<file path="config.mk">
export PLATFORM = sky130hd
export DESIGN_NAME = shcpb_out
export DESIGN_NICKNAME = d
export VERILOG_FILES = /design/src/rtl/shcpb_pkg.sv /design/src/rtl/shcpb_out.sv
export SDC_FILE = /design/constraint.sdc
export NUM_CORES = 1
export LEC_CHECK = 0
export BUFFER_PORTS_ARGS = -buffer_cell sky130_fd_sc_hd__buf_2
export CORE_MARGIN = 2
export CORE_UTILIZATION = 41
export CTS_CLUSTER_DIAMETER = 60
export DETAILED_ROUTE_END_ITERATION = 7
export PLACE_DENSITY = 0.87
export RECOVER_POWER = 50
export SLEW_MARGIN = 10
export SYNTH_ARGS = -nofsm -noshare
export SYNTH_HDL_FRONTEND = slang
export SYNTH_SLANG_ARGS = --single-unit
</file>
<file path="constraint.sdc">
create_clock -name clk -period 4.5 [get_ports clk]
set_clock_uncertainty 0.1 [all_clocks]
set_input_delay 0.9 -clock clk [delete_from_list [all_inputs] [get_ports clk]]
set_output_delay 0.9 -clock clk [all_outputs]
set_load 0.02 [all_outputs]
</file>
<file path="src/rtl/shcpb_pkg.sv">
// Shared types and constants for the serial hex command pin bridge.
// Holds result kinds, command characters and the job and memory request structs.
// No dependencies.
package shcpb_pkg;

	localparam int SeqDepthDefault = 256;
	localparam int InTdataW        = 40;
	localparam int OutTdataW       = 88;

	localparam logic        OP_BYTE        = 1'b0;
	localparam logic        OP_TICK        = 1'b1;
	localparam logic [31:0] SEQ_FILL       = 32'hAA00_0000;
	localparam logic [7:0]  SEQ_REMAIN_RST = 8'd5;

	// command and digit characters
	localparam logic [7:0] CH_0     = 8'h30;
	localparam logic [7:0] CH_9     = 8'h39;
	localparam logic [7:0] CH_UA    = 8'h41;
	localparam logic [7:0] CH_UF    = 8'h46;
	localparam logic [7:0] CH_LA    = 8'h61;
	localparam logic [7:0] CH_LF    = 8'h66;
	localparam logic [7:0] CH_HASH  = 8'h23;
	localparam logic [7:0] CH_EQ    = 8'h3D;
	localparam logic [7:0] CH_M     = 8'h4D;
	localparam logic [7:0] CH_GT    = 8'h3E;
	localparam logic [7:0] CH_LT    = 8'h3C;
	localparam logic [7:0] CH_BANG  = 8'h21;
	localparam logic [7:0] CH_PCT   = 8'h25;
	localparam logic [7:0] CH_QUEST = 8'h3F;
	localparam logic [7:0] CH_AMP   = 8'h26;
	localparam logic [7:0] CH_BAR   = 8'h7C;
	localparam logic [7:0] CH_STAR  = 8'h2A;
	localparam logic [7:0] CH_DOT   = 8'h2E;
	localparam logic [7:0] CH_CARET = 8'h5E;

	typedef enum logic [2:0] {
		KIND_CHAR  = 3'd0,
		KIND_PINS  = 3'd1,
		KIND_RESET = 3'd2,
		KIND_SHIFT = 3'd3,
		KIND_SEQ   = 3'd4,
		KIND_MODE  = 3'd5,
		KIND_MARK  = 3'd6
	} kind_t;

	typedef enum logic [1:0] {
		MODE_PINS = 2'd0,
		MODE_TWI  = 2'd1,
		MODE_TEST = 2'd2
	} link_mode_t;

	// all results caused by one request: optional leading result, one
	// character, then up to eight hex digits of word
	typedef struct packed {
		logic        has_pre;
		kind_t       pre_kind;
		logic [2:0]  pins;
		logic [5:0]  count;
		link_mode_t  mode;
		logic [31:0] word;
		logic        use_mem;
		kind_t       ch_kind;
		logic [7:0]  ch;
		logic [3:0]  ndig;
	} job_t;

	typedef struct packed {
		logic        wr_en;
		logic        rd_en;
		logic [7:0]  addr;
		logic [31:0] wr_data;
	} mem_req_t;

endpackage

</file>
<file path="src/rtl/shcpb_out.sv">
// Result register and sequencer: holds one job and emits its results one per
// cycle while tready is high (leading result, character, hex digits). Uses shcpb_pkg.
module shcpb_out import shcpb_pkg::*; (
	input  logic        clk,
	input  logic        arst_n,
	input  logic        load,
	input  logic        job_emit,
	input  job_t        job,
	input  logic [31:0] mem_rd,
	input  logic        tready,
	output logic        tvalid,
	output logic        tlast,
	output kind_t       kind,
	output logic [7:0]  char_value,
	output logic [2:0]  pin_levels,
	output logic [31:0] shift_word,
	output logic [5:0]  shift_count,
	output logic [31:0] seq_word,
	output logic [1:0]  link_mode,
	output logic        done
);

	job_t       job_s2;
	logic       valid_s2;
	logic [3:0] pos_q;
	logic [3:0] last_pos;
	logic [3:0] p;
	logic [3:0] sh;
	logic [3:0] nib;

	function automatic logic [7:0] hex_char(input logic [3:0] d);
		return (d > 4'd9) ? (CH_UA + 8'(d - 4'd10)) : (CH_0 + 8'(d));
	endfunction

	assign last_pos = 4'(job_s2.has_pre) + job_s2.ndig;
	assign p        = pos_q - 4'(job_s2.has_pre);
	assign sh       = job_s2.ndig - p;
	assign nib      = 4'(job_s2.word >> {sh, 2'b00});

	assign tvalid = valid_s2;
	assign tlast  = (pos_q == last_pos);
	assign done   = valid_s2 && tready && tlast;

	always_comb begin
		kind        = KIND_CHAR;
		char_value  = '0;
		pin_levels  = '0;
		shift_word  = '0;
		shift_count = '0;
		seq_word    = '0;
		link_mode   = '0;
		if (job_s2.has_pre && pos_q == '0) begin
			kind        = job_s2.pre_kind;
			pin_levels  = job_s2.pins;
			shift_count = job_s2.count;
			link_mode   = job_s2.mode;
			if (job_s2.pre_kind == KIND_SHIFT) begin
				shift_word = job_s2.word;
			end
			if (job_s2.use_mem) begin
				seq_word = mem_rd;
			end
		end else if (p == '0) begin
			kind       = job_s2.ch_kind;
			char_value = job_s2.ch;
		end else begin
			char_value = hex_char(nib);
		end
	end

	always_ff @(posedge clk) begin
		if (load) begin
			job_s2 <= job;
		end
	end

	always_ff @(posedge clk or negedge arst_n) begin
		if (!arst_n) begin
			valid_s2 <= 1'b0;
			pos_q    <= '0;
		end else if (load) begin
			valid_s2 <= job_emit;
			pos_q    <= '0;
		end else if (done) begin
			valid_s2 <= 1'b0;
		end else if (valid_s2 && tready) begin
			pos_q <= pos_q + 4'd1;
		end
	end

endmodule

</file>
# Yosys cells after proc, flatten, opt, wreduce, memory -nomap -nowiden
# Index checks and enable logic that the tools add are counted.
# classes
n_addsub	7
n_lt_le_gt_ge	1
n_eq_ne	3
n_shift	1
muxes	17
n_reduce_logical	8
# op_table
operator	count
$mux W32	4
$shr A32 B6 Y4	1
$mux W8	3
$mux W4	3
$mux W3	3
$add A7 B8 Y8 const A	1
$logic_not A4 Y1	2
$add A6 B4 Y7 const A	1
$mux W6	1
$sub A4 B4 Y5 const B	1
$add A1 B4 Y4	1
$add A4 B1 Y4 const B	1
$eq A4 B4 Y1	1
$gt A4 B4 Y1 const B	1
$reduce_bool A2 Y1	2
$sub A4 B1 Y4	1
$sub A4 B4 Y4	1
$eq A3 B2 Y1 const B	1
$logic_and A1 B1 Y1	3
$mux W1	2
$mux W2	1
$ne A2 B2 Y1 const B	1
$reduce_and A2 Y1	1
# word_totals
register_bits	68
inputBits	100
word_cells	49

# Longest topological paths before layout
# depth
depth_word	8
ltp_mapped	17
mapped_depth_nobuf	15

# Least setup slack after synthesis
# Ideal clock, no wire load.
# synth_timing
path_kind	flip-flop to output port
from	reg pos_q[0]
to	out char_value[6]
t_arrival_ps	4168
required_ps	3500
path_slack_ps	-668
path_stages_with_launch	18
path_cell_list	dfrtp_1 inv_1 ha_1 inv_1 ha_1 inv_1 fa_1 clkbuf_1 buf_1 mux4_2 mux2_2 a21boi_0 inv_1 ha_1 o21a_1 a211oi_4 mux2i_1 a311oi_1
# synth_via
elab_chain_len	8
# synth_rtl
item	line_no	text
start: declaration	shcpb_out.sv:25	logic [3:0] pos_q;
start signal: assignment	shcpb_out.sv:87	pos_q <= pos_q + 4'd1;
$sub A4 B1 Y4	shcpb_out.sv:36	assign p = pos_q - 4'(job_s2.has_pre);
$sub A4 B4 Y4	shcpb_out.sv:37	assign sh = job_s2.ndig - p;
$shr A32 B6 Y4	shcpb_out.sv:38	assign nib = 4'(job_s2.word >> {sh, 2'b00});
$sub A4 B4 Y5	shcpb_out.sv:32	return (d > 4'd9) ? (CH_UA + 8'(d - 4'd10)) : (CH_0 + 8'(d));
$add A7 B8 Y8	shcpb_out.sv:32	
$mux W8	shcpb_out.sv:32	
$mux W8	shcpb_out.sv:63	end else if (p == '0) begin
$mux W8 *	shcpb_out.sv:52	if (job_s2.has_pre && pos_q == '0) begin
end: declaration	shcpb_out.sv:14	output logic [7:0] char_value,
# Every way passes the cells marked *; elsewhere a longest branch is shown, timed or not.

# Worst setup path in the final report
# layout_timing
from	reg job_s2[62] in the netlist's numbering
to	out char_value[6]
# layout_via
elab_chain_len	8
# layout_rtl
item	line_no	text
start: declaration	shcpb_out.sv:23	job_t job_s2;
start signal: assignment	shcpb_out.sv:73	job_s2 <= job;
$sub A4 B1 Y4	shcpb_out.sv:36	
$sub A4 B4 Y4	shcpb_out.sv:37	
$shr A32 B6 Y4	shcpb_out.sv:38	
$sub A4 B4 Y5	shcpb_out.sv:32	
$add A7 B8 Y8	shcpb_out.sv:32	
$mux W8	shcpb_out.sv:32	
$mux W8	shcpb_out.sv:63	
$mux W8 *	shcpb_out.sv:52	
# Marks and branches as above.

==> impl_metrics.yaml <==
outcome:
  status: "complete, but fails checks"
  violations: "max-capacitance violations, max-slew violations, negative setup slack"
die:
  die_h_um: 98.5
  io_pins: 189
  dieArea_mm2: 0.00970
  fp.dieW_um: 98.5
  rows: 34
  coreArea_mm2: 0.00868
  start_util_pct: 42.2
timing:
  slew_violations: 47
  whs_ns: 0.305
  relSlewSlack_pct: -65.7
  max_freq_mhz: 201
  timing.final.ws_setup_ns: -0.479
  period_share_pct: 111
  rsz0062_at_grt: "true"
  worst_pin_slew_ns: 2.49
  hold_viol: 0
  setup_viol: 7
  min_period_ns: 4.98
worst_setup_path:
  path_class: "register to output pin"
  cpPeakStageDelay_ns: 0.48
  crit_slowest_cell: "edfxtp_1"
  critPathBufInv: 2
  crit_path_start_kind: "register"
  worst-endpoint-arrival_ns: 3.98
  worstPathRequired_ns: 3.50
  crit_fanout: 5
  path_cells: "ha_2, xnor2_4, ha_1, nor2b_1, o21a_1, or3_4, a21boi_4, inv_4, ha_4, o21a_1, a211oi_4, mux2i_1, a311oi_2, buf_4"
  cp_top_family: "compound AO/OA/AOI/OAI gates"
  path_common_cell: "o21a_1"
  cp-end-kind: "output pin"
route:
  route.met3.wl_um: 551
  via_count: 3242
  wl_met2_um: 5760
  wirelength_um: 10800
  drc: 0
  drtAntennaViolNets: 0
  drt-initial-drc-count: 214
  wl_met1_um: 4290
  firstDrtPassIters: 4
  avgRoutedWirePerCell_um: 17.0
  topRoutingLayerUsed: "met4"
  post_drt_via_cell_ratio: 5.10
synthesis:
  yosys.area.top_type: "edfxtp_1"
  ys_ff_latch: 68
  synth_seq_area_share_pct: 55.1
  synthFlopType: "edfxtp_1"
  syn_nets: 418
  async_flop_share_pct: 7.35
  synthTopCellsByArea: "edfxtp_1, and2_1, and3_1, mux4_2, ha_1"
  synth_edf_count: 63
  avgSynthCellArea_um2: 12.0
  syn_area_mm2: 0.00366
  synth_cell_types: 38
  yosysTopAreaCellShare_pct: 51.7
  netlist_instances: 304
  yosys_warnings: 0
layout:
  nets: 637
  drive_above_1_share_pct: 53.2
  post-route-cell-area_mm2: 0.00540
  area_growth_pct: 47.4
  n_antenna_cell: 0
  fillers: 698
  fin_util_pct: 62.2
  fin_cells: 636
global_routing:
  grt_pass1_vias: 3204
  grt_max_degree: 47
  grtUsageTotal_pct: 21.2
  antenna_found_initial: 0
  grt_pass1_wl_um: 16100
  overflow: 0
clocking:
  cts_sinks: 68
  path_clk_slew_ns: 0.08
  cts_hold_buffers: 0
  clk_path_buf_depth: 2
  root_buffer: "clkbuf_8"
  htreeDepth: 3
  cts_tree: "done"
  cts_buffers: 9
  clkLatencyLatePin_ns: 0.34
pwr:
  swShare_pct: 35.4
  netSwitchingPower_mw: 0.801
  leakage_nw: 2.60
  p_int_mw: 1.46
  p_clk_share_pct: 19.7
  p_comb_share_pct: 45.9
  power_density_mw_per_mm2: 419
  max-vdd-ir-drop_uv: 286
  seqPwrFrac_pct: 34.4
placement:
  port_buffers: 188
  placed_cell_area_mm2: 0.00491
  dpl.hpwl_um: 7710
  placedCellCount: 608
  globalplace.congestion: 0.868
run:
  maxCapViolCount: 1
hold_path:
  min_path_type: "primary input to async pin"
## cell families after synthesis
logic type      Yosys count  share of synthesized area [%]
mux                      15                           6.87
simple gates            126                           19.3
flops                    68                           55.1
compound gates           35                           6.56
fa+ha+maj                14                           4.99
buf+inv                  29                           3.11
xor+xnor                 17                           4.07
## layout by cell type (no fill, tap or decap), types with 8 or more instances in the layout
master	instances
a21oi_1	8
and2_1	43
and3_1	34
buf_2	179
buf_4	41
clkbuf_8	9
edfxtp_1	63
mux4_2	8
nand2_1	15
nor2_1	15
xnor2_1	8
## path summary, 6_finish.rpt
check / from / end / slack [ns] / cells past startpoint
min in group clk: tvalid$_DFFE_PN0P_ / tvalid$_DFFE_PN0P_ / 0.49 / 2
hold reg to reg: tvalid$_DFFE_PN0P_ / tvalid$_DFFE_PN0P_ / 0.49 / 2
setup / recovery: job_s2[62]$_DFFE_PP_ / char_value[6] / -0.48 / 14
setup reg to reg: job_s2[62]$_DFFE_PP_ / pos_q[3]$_DFFE_PN0P_ / 2.08 / 9
hold / removal: arst_n / pos_q[0]$_DFFE_PN0P_ / 0.31 / 1
max in group asynchronous: arst_n / pos_q[2]$_DFFE_PN0P_ / 3.77 / 1
## repair_timing
action / CTS / global route
pin swaps: 14 / 16
buffers inserted: 10 / 2
endpoints found under the setup margin: 7 / 7
resized for setup: 32 / 13
## layout make-up
type / count / area, um2 / area share, %
tap: 108 / 135 / 2.50
timing repair buffer: 226 / 1260 / 23.3
multi-input combinational: 207 / 1780 / 33.0
sequential: 68 / 2020 / 37.4
inverter: 11 / 43.8 / 0.811
clock buffer: 9 / 124 / 2.29
clock inverter: 7 / 42.5 / 0.788
## sequential cells by signal, summed over array words and instances (netlist names)
signal  count
tvalid      1
job_s2     63
pos_q       4
## power by group through the flow
stage / registers [mW] / clock network (mW) / logic [mW]
global placement: 0.786 / 0 / 0.757
floorplan: 0.777 / 0 / 0.511
global route: 0.784 / 0.483 / 1.11
CTS: 0.776 / 0.455 / 0.966
finish: 0.779 / 0.445 / 1.04
detailed placement: 0.789 / 0 / 0.785
## synth_stat cells (2+ instances only)
cell type,instances
a211oi_1,3
a211oi_2,2
a21oi_1,10
a311oi_1,2
a31oi_1,3
and2_1,43
and3_1,34
buf_2,4
clkbuf_1,13
dfrtp_1,5
edfxtp_1,63
ha_1,13
inv_1,11
mux2i_1,6
mux4_2,8
nand2_1,15
nand3_1,4
nor2_1,15
nor2b_1,2
nor3_1,6
o21a_1,3
o21ai_0,7
o21ai_1,2
xnor2_1,10
xor2_1,7
## per-stage QoR
stage | power, mW | TNS, ns | setup slack (ns)
6_report | 2.26 | -2.99 | -0.479
5_1_grt | 2.37 | -3.89 | -0.607
3_3_place_gp | 1.54 | -0.278 | -0.0757
3_5_place_dp | 1.57 | -0.804 | -0.166
2_1_floorplan | 1.29 | -0.0647 | -0.0447
4_1_cts | 2.20 | -2.16 | -0.360
## layer usage
layer	track usage [%]	vias up
met1	26.0	1554
met4	6.64	0
li1	-	1533
met3	5.60	22
met2	36.8	133
met5	0	-
Note: power is estimated with default switching activity, not from simulation.
