===== src/rtl/shcpb_pkg.sv =====
// Shared types and constants for the serial hex command pin bridge.
// Holds result kinds, command characters and the job and memory request structs.
// No dependencies.
package shcpb_pkg;

	localparam int SeqDepthDefault = 256;
	localparam int InTdataW        = 40;
	localparam int OutTdataW       = 88;

	localparam logic        OP_BYTE        = 1'b0;
	localparam logic        OP_TICK        = 1'b1;
	localparam logic [31:0] SEQ_FILL       = 32'hAA00_0000;
	localparam logic [7:0]  SEQ_REMAIN_RST = 8'd5;

	// command and digit characters
	localparam logic [7:0] CH_0     = 8'h30;
	localparam logic [7:0] CH_9     = 8'h39;
	localparam logic [7:0] CH_UA    = 8'h41;
	localparam logic [7:0] CH_UF    = 8'h46;
	localparam logic [7:0] CH_LA    = 8'h61;
	localparam logic [7:0] CH_LF    = 8'h66;
	localparam logic [7:0] CH_HASH  = 8'h23;
	localparam logic [7:0] CH_EQ    = 8'h3D;
	localparam logic [7:0] CH_M     = 8'h4D;
	localparam logic [7:0] CH_GT    = 8'h3E;
	localparam logic [7:0] CH_LT    = 8'h3C;
	localparam logic [7:0] CH_BANG  = 8'h21;
	localparam logic [7:0] CH_PCT   = 8'h25;
	localparam logic [7:0] CH_QUEST = 8'h3F;
	localparam logic [7:0] CH_AMP   = 8'h26;
	localparam logic [7:0] CH_BAR   = 8'h7C;
	localparam logic [7:0] CH_STAR  = 8'h2A;
	localparam logic [7:0] CH_DOT   = 8'h2E;
	localparam logic [7:0] CH_CARET = 8'h5E;

	typedef enum logic [2:0] {
		KIND_CHAR  = 3'd0,
		KIND_PINS  = 3'd1,
		KIND_RESET = 3'd2,
		KIND_SHIFT = 3'd3,
		KIND_SEQ   = 3'd4,
		KIND_MODE  = 3'd5,
		KIND_MARK  = 3'd6
	} kind_t;

	typedef enum logic [1:0] {
		MODE_PINS = 2'd0,
		MODE_TWI  = 2'd1,
		MODE_TEST = 2'd2
	} link_mode_t;

	// all results caused by one request: optional leading result, one
	// character, then up to eight hex digits of word
	typedef struct packed {
		logic        has_pre;
		kind_t       pre_kind;
		logic [2:0]  pins;
		logic [5:0]  count;
		link_mode_t  mode;
		logic [31:0] word;
		logic        use_mem;
		kind_t       ch_kind;
		logic [7:0]  ch;
		logic [3:0]  ndig;
	} job_t;

	typedef struct packed {
		logic        wr_en;
		logic        rd_en;
		logic [7:0]  addr;
		logic [31:0] wr_data;
	} mem_req_t;

endpackage


===== src/rtl/shcpb_exec.sv =====
// Command decoder and architectural state (accumulator, data word, sequence
// index and count). Builds one job per request. Uses shcpb_pkg.
module shcpb_exec import shcpb_pkg::*; #(
	parameter int SEQ_DEPTH = SeqDepthDefault
) (
	input  logic        clk,
	input  logic        arst_n,
	input  logic        exec,
	input  logic        tick,
	input  logic [7:0]  rx_byte,
	input  logic [31:0] in_bits,
	output logic        job_emit,
	output job_t        job,
	output mem_req_t    mem_req
);

	logic [31:0] accum_q, accum_d;
	logic [31:0] data_q, data_d;
	logic [7:0]  seq_index_q, seq_index_d;
	logic [7:0]  seq_remain_q, seq_remain_d;
	logic        digit_ok;
	logic [3:0]  digit;
	logic        in_range;
	logic [4:0]  len;

	assign in_range = {1'b0, seq_index_q} < 9'(SEQ_DEPTH);
	assign len      = accum_q[4:0];

	always_comb begin
		digit_ok = 1'b1;
		digit    = '0;
		priority if (rx_byte >= CH_0 && rx_byte <= CH_9) begin
			digit = rx_byte[3:0];
		end else if ((rx_byte >= CH_UA && rx_byte <= CH_UF) ||
				(rx_byte >= CH_LA && rx_byte <= CH_LF)) begin
			digit = rx_byte[3:0] + 4'd9;
		end else begin
			digit_ok = 1'b0;
		end
	end

	always_comb begin
		accum_d      = accum_q;
		data_d       = data_q;
		seq_index_d  = seq_index_q;
		seq_remain_d = seq_remain_q;
		job_emit     = 1'b1;
		job          = '0;
		job.ch_kind  = KIND_CHAR;
		job.ch       = rx_byte;
		mem_req         = '0;
		mem_req.addr    = seq_index_q;
		mem_req.wr_data = accum_q;

		if (tick) begin
			if (seq_remain_q != '0) begin
				job.has_pre    = 1'b1;
				job.pre_kind   = KIND_SEQ;
				job.use_mem    = in_range;
				job.ch_kind    = KIND_MARK;
				job.ch         = CH_CARET;
				mem_req.rd_en  = exec && in_range;
				seq_index_d    = seq_index_q + 8'd1;
				seq_remain_d   = seq_remain_q - 8'd1;
			end else begin
				job_emit = 1'b0;
			end
		end else if (digit_ok) begin
			accum_d = {accum_q[27:0], digit};
		end else begin
			unique case (rx_byte)
				CH_HASH: begin
					data_d  = accum_q;
					accum_d = '0;
				end
				CH_EQ: begin
					job.has_pre  = 1'b1;
					job.pre_kind = KIND_PINS;
					job.pins     = accum_q[2:0];
					accum_d      = '0;
				end
				CH_M: begin
					job.has_pre  = 1'b1;
					job.pre_kind = KIND_RESET;
					job.pins     = {2'b00, |accum_q[7:0]};
					accum_d      = '0;
				end
				CH_GT: begin
					job.has_pre  = 1'b1;
					job.pre_kind = KIND_SHIFT;
					job.word     = data_q;
					job.count    = accum_q[5:0];
					accum_d      = '0;
				end
				CH_LT: begin
					// zero length gives an empty mask
					data_d   = in_bits & ((32'd1 << len) - 32'd1);
					job.word = data_d;
					priority if (accum_q > 32'd16) begin
						job.ndig = 4'd8;
					end else if (accum_q > 32'd8) begin
						job.ndig = 4'd4;
					end else begin
						job.ndig = 4'd2;
					end
					accum_d = '0;
				end
				CH_BANG, CH_PCT, CH_QUEST: begin
					job.has_pre  = 1'b1;
					job.pre_kind = KIND_MODE;
					job.mode     = (rx_byte == CH_BANG) ? MODE_PINS :
						(rx_byte == CH_PCT) ? MODE_TWI : MODE_TEST;
				end
				CH_AMP: begin
					seq_index_d = accum_q[7:0];
					accum_d     = '0;
				end
				CH_BAR: begin
					mem_req.wr_en = exec && in_range;
					seq_index_d   = seq_index_q + 8'd1;
					accum_d       = '0;
				end
				CH_STAR: begin
					seq_remain_d = accum_q[7:0];
					accum_d      = '0;
				end
				CH_DOT: begin
					job_emit = 1'b0;
				end
				default: begin
					// plain echo
				end
			endcase
		end
	end

	always_ff @(posedge clk or negedge arst_n) begin
		if (!arst_n) begin
			accum_q      <= '0;
			data_q       <= '0;
			seq_index_q  <= '0;
			seq_remain_q <= SEQ_REMAIN_RST;
		end else if (exec) begin
			accum_q      <= accum_d;
			data_q       <= data_d;
			seq_index_q  <= seq_index_d;
			seq_remain_q <= seq_remain_d;
		end
	end

endmodule


===== config.mk =====
export PLATFORM = sky130hd
export DESIGN_NAME = shcpb_exec
export DESIGN_NICKNAME = d
export VERILOG_FILES = /design/src/rtl/shcpb_pkg.sv /design/src/rtl/shcpb_exec.sv
export SDC_FILE = /design/constraint.sdc
export NUM_CORES = 1
export LEC_CHECK = 0
export BUFFER_PORTS_ARGS = -buffer_cell sky130_fd_sc_hd__buf_2
export CORE_MARGIN = 2
export CORE_UTILIZATION = 54
export CTS_BUF_LIST = sky130_fd_sc_hd__clkbuf_8
export DETAILED_ROUTE_END_ITERATION = 8
export PLACE_DENSITY = 0.83
export SYNTH_ARGS = -nofsm -noshare
export SYNTH_HDL_FRONTEND = slang
export SYNTH_SLANG_ARGS = --single-unit

===== constraint.sdc =====
create_clock -name clk -period 3.3 [get_ports clk]
set_input_delay 0.165 -clock clk [delete_from_list [all_inputs] [get_ports clk]]
set_output_delay 0.165 -clock clk [all_outputs]
set_load 0.05 [all_outputs]

After elaboration in Yosys (flattened, before gate mapping)
Index checks and enable logic that the tools add are counted.
{"block": "op_classes", "add_sub_neg": 4, "n_lt_le_gt_ge": 8, "n_eq_ne": 14, "shift": 1, "muxes": 42, "bitwise_logic": 3, "n_reduce_logical": 16}
{"op": "one-hot mux 32 bit (2 select lines)", "n": 2}
{"op": "== test 8 x 6 -> 1 bit, second input constant", "n": 10}
{"op": "2-to-1 mux 32 bit", "n": 2}
{"op": "2-to-1 mux 8 bit", "n": 7}
{"op": "2-to-1 mux 47 bit", "n": 1}
{"op": "2-to-1 mux 43 bit", "n": 1}
{"op": "AND 32 bit", "n": 1}
{"op": "> comparator 32 x 4 -> 1 bit, second input constant", "n": 1}
{"op": "> comparator 32 x 5 -> 1 bit, second input constant", "n": 1}
{"op": "2-to-1 mux 4 bit", "n": 8}
{"op": "left shift 1 x 5 -> 32 bit, first input constant", "n": 1}
{"op": "subtractor 32 x 1 -> 32 bit, second input constant", "n": 1}
{"op": "2-to-1 mux 12 bit", "n": 2}
{"op": "== test 8 x 7 -> 1 bit, second input constant", "n": 2}
{"op": "greater-or-equal comparator 8 x 7 -> 1 bit, second input constant", "n": 2}
{"op": "less-or-equal comparator 8 x 7 -> 1 bit, second input constant", "n": 2}
{"op": "one-hot mux 4 bit (4 select lines)", "n": 1}
{"op": "one-hot mux 8 bit (2 select lines)", "n": 1}
{"op": "OR reduction 8 bit", "n": 2}
{"op": "AND reduction 4 bit", "n": 3}
{"op": "2-to-1 mux 1 bit", "n": 11}
{"op": "adder 8 x 1 -> 8 bit, second input constant", "n": 1}
{"op": "greater-or-equal comparator 8 x 6 -> 1 bit, second input constant", "n": 1}
{"op": "less-or-equal comparator 8 x 6 -> 1 bit, second input constant", "n": 1}
{"op": "16 further kinds", "n": 23}
{"block": "totals", "regBits": 80, "input_bits": 44, "out_inout_bits": 106, "elab_cells": 92}

Depth between registers and ports, before layout
{"block": "logic_depth", "ltp_word": 7, "ltp_mapped": 11, "ltp_nobuf": 8}

Worst setup path before layout
Ideal clock, no wire load.
{"block": "synth_path", "path_type": "register to output", "startpoint": "register accum_q[2]", "endpoint": "output port job[42] in the netlist's numbering", "arrival_time_ns": 3.257, "t_required_ns": 3.135, "slack_ns": -0.122, "path_stages_with_launch": 12, "n_path_buf": 4, "path_cell_list": "dfrtp_1 clkbuf_1 clkbuf_1 nor3_1 nand2_1 ha_1 clkbuf_1 buf_1 nand3_1 o21ai_0 nand3_1 a21oi_1"}
{"element": "start: declaration", "line": "shcpb_exec.sv:17", "source": "logic [31:0] accum_q, accum_d;"}
{"element": "start signal: assignment", "line": "shcpb_exec.sv:144", "source": "accum_q <= accum_d;"}
{"element": "end: declaration", "line": "shcpb_exec.sv:13", "source": "output job_t job,"}

==> results.toml <==
[run_status]
outcome = "complete, but fails checks"
violations = "negative hold slack"

[drt]
wirelength_mm = 16.8
ant_nets = 0
drc = 0
first_pass_iters = 6
vias = 5688
drt_iter0_drc = 498
routedWlPerCell_um = 18.6
vias_per_cell = 6.30

[final_layout]
synthToLayoutAreaGrowth_pct = 21.0
nets = 821
fin_area_um2 = 6250
seq_area_um2 = 2000
multi_input_area_um2 = 2910
final_util_pct = 67.7
diodes = 0
fillers = 762
final_cell_count_no_fill = 903
drive_gt1_share_pct = 28.2

[die]
die_area_um2 = 10400
io_pins = 150
core_um2 = 9240
die-height_um = 102
num_rows = 35
start_util_pct = 55.9
die_w_um = 102

[yosys]
ys_seq_area_share_pct = 38.8
async_flop_share_pct = 100
synth_area_leader_cell = "dfrtp_1"
ys_warn_count = 0
synthFlopType = "dfrtp_1"
yosys-top-cells-count = "nand2_1 (79), dfrtp_1 (78), nor2_1 (63)"
synth_edf_count = 0
postSynthAreaPerCell_um2 = 8.03
syn-instance-count = 643
mappedNetlistArea_um2 = 5170
yosysMostFrequentCell = "nand2_1"
synth_area_leaders = "dfrtp_1 (38%), nand2_1 (5.7%), a22o_1 (5.3%)"
ys_types = 62
synth-seq-cells = 80
synth_top_area_share_pct = 37.8

[placement]
dp_cells = 887
place.gp.congestion = 0.990
io_buffers = 146
dp_hpwl_mm = 11.9
place_area_um2 = 6050

[setup_path]
critPathCaptureType = "output pin"
r2r_slack_ns = 0.70
worstPathArrival_ns = 2.95
critical_path_class = "flop to output pin"
crit_path_start_kind = "flop"
crit_fanout = 26
required_ns = 3.13

[clock_tree]
clock_latency_ns = 0.37
cts_max_path_buffers = 2
clock-root-buffer = "clkbuf_8"
h-tree-depth = 3
numCtsBuffers = 9
cts_tree = "done"
postCtsSetupBuffers = 0
clk_pin_slew_ns = 0.10
hold_buffers = 0
clock_sinks = 80

[timing]
relSlewSlack_pct = 32.5
hold_ws_ns = -0.0491
drv_slew = 0
finalCritPeriodShare_pct = 94.3
min_period_ns = 3.11
max_freq_mhz = 321
fin_skew_ns = 0.0156
finalSetupViolCount = 0
tightest_slew_ns = 1.01
final_hold_viol_count = 58

[global_route]
grt_start_max_net_pins = 81
grt-ovfl-total = 0
grt_pass1_wl_mm = 26.1
grt_pass1_vias = 5180
grt_usage_pct = 32.1
antenna_found_initial = 0

[power_and_ir_drop]
p_leak_uw = 0.00292
power_density_nw_per_um2 = 496
peakVddDrop_mv = 0.390

[flow_run]
cap_violations = 0

[min_path]
hold_class = "input pin to asynchronous set/reset pin"
layout make-up:
type                       instances  share of cell area (%)
sequential                        80                    32.1
inverter                          17                    1.02
multi-input combinational        490                    46.5
clock inverter                     7                   0.961
tap                              129                    2.58
clock buffer                       9                    1.98
timing repair buffer             171                    14.9
power by group:
| group | total, uW | switching [uW] | leakage, uW | internal, uW |
|---|---|---|---|---|
| clock network | 708 | 418 | 0.0000969 | 289 |
| registers | 1250 | 143 | 0.00106 | 1110 |
| logic | 1140 | 769 | 0.00176 | 373 |
timing repair:
item / CTS / global route
hold endpoints to repair: 0 / 0
gates resized for setup: 0 / 7
endpoints found under the setup margin: 0 / 10
flip-flops by register name (all words and copies together), names as in the netlist:
register	cells
accum_q	32
data_q	32
seq_index_q	8
seq_remain_q	8
layer usage:
layer | vias up | wire (um) | share of wire, % | GRT usage (%)
met5 | - | 0 | 0 | 0
met4 | 0 | 396 | 2.4 | 11.9
met1 | 2722 | 6700 | 40 | 42.9
li1 | 2631 | - | - | -
met2 | 297 | 8230 | 49 | 52.8
met3 | 38 | 1480 | 8.8 | 5.47
worst paths after layout:
path | end | depth (start not counted) | startpoint
worst max register to register | seq_index_q[0] | 8 | seq_remain_q[1]
worst min-delay path | data_q[3] | 1 | arst_n
worst max-delay path | job[36] | 11 | accum_q[1]
worst min register to register | data_q[1] | 2 | data_q[1]
max in group asynchronous | seq_index_q[0] | 1 | arst_n
min in group clk | data_q[23] | 3 | in_bits[23]
cell usage in the layout (no fill, tap or decap), types with 16 or more instances in the layout:
| master | netlist | routed |
|---|---|---|
| nor3_1 | 18 | 17 |
| buf_4 | 5 | 25 |
| o21ai_0 | 33 | 32 |
| dfrtp_1 | 78 | 78 |
| a31oi_1 | 37 | 37 |
| buf_2 | 14 | 142 |
| a21oi_1 | 48 | 37 |
| nor2_1 | 63 | 62 |
| nand2_1 | 79 | 79 |
| inv_1 | 16 | 16 |
| nand3_1 | 39 | 39 |
| a22o_1 | 31 | 31 |
stage by stage:
| stage | TNS [ns] | hold slack, ns | total power (uW) | worst slack (ns) |
|---|---|---|---|---|
| 3_3_place_gp | 0 | 0.383 | 2350 | 0.578 |
| 6_report | 0 | -0.0491 | 3100 | 0.187 |
| 4_1_cts | 0 | 0.00103 | 3080 | 0.0945 |
| 3_5_place_dp | 0 | 0.397 | 2380 | 0.528 |
| 5_1_grt | -0.0274 | 0.0403 | 3260 | -0.00849 |
| 2_1_floorplan | 0 | -0.131 | 2030 | 0.0304 |
logic make-up (layout without fill, tap and decap cells):
kind of cell / count (synthesis) / in the layout / share of synthesized area [%]
flip-flops: 80 / 80 / 38.8
AND/OR/NAND/NOR: 274 / 274 / 26.5
buffers and inverters: 74 / 204 / 6.08
XOR/XNOR: 1 / 1 / 0.170
other: 1 / 2 / 0.0726
multiplexers: 4 / 4 / 0.823
adder cells (fa/ha/maj): 8 / 8 / 1.94
AO/OA/AOI/OAI: 201 / 201 / 25.6
critical path, cell delays in order, from the launching register on:
cell      delay [ns]
dfrtp_1         0.39
buf_4           0.31
nor2b_1         0.11
nand2_1         0.09
ha_1            0.36
buf_4           0.22
nor3b_1         0.18
a31oi_1         0.06
o32ai_1         0.28
nand3_1         0.17
a21oi_2         0.17
clkbuf_4        0.23
Note: power is estimated with default switching activity, not from simulation.
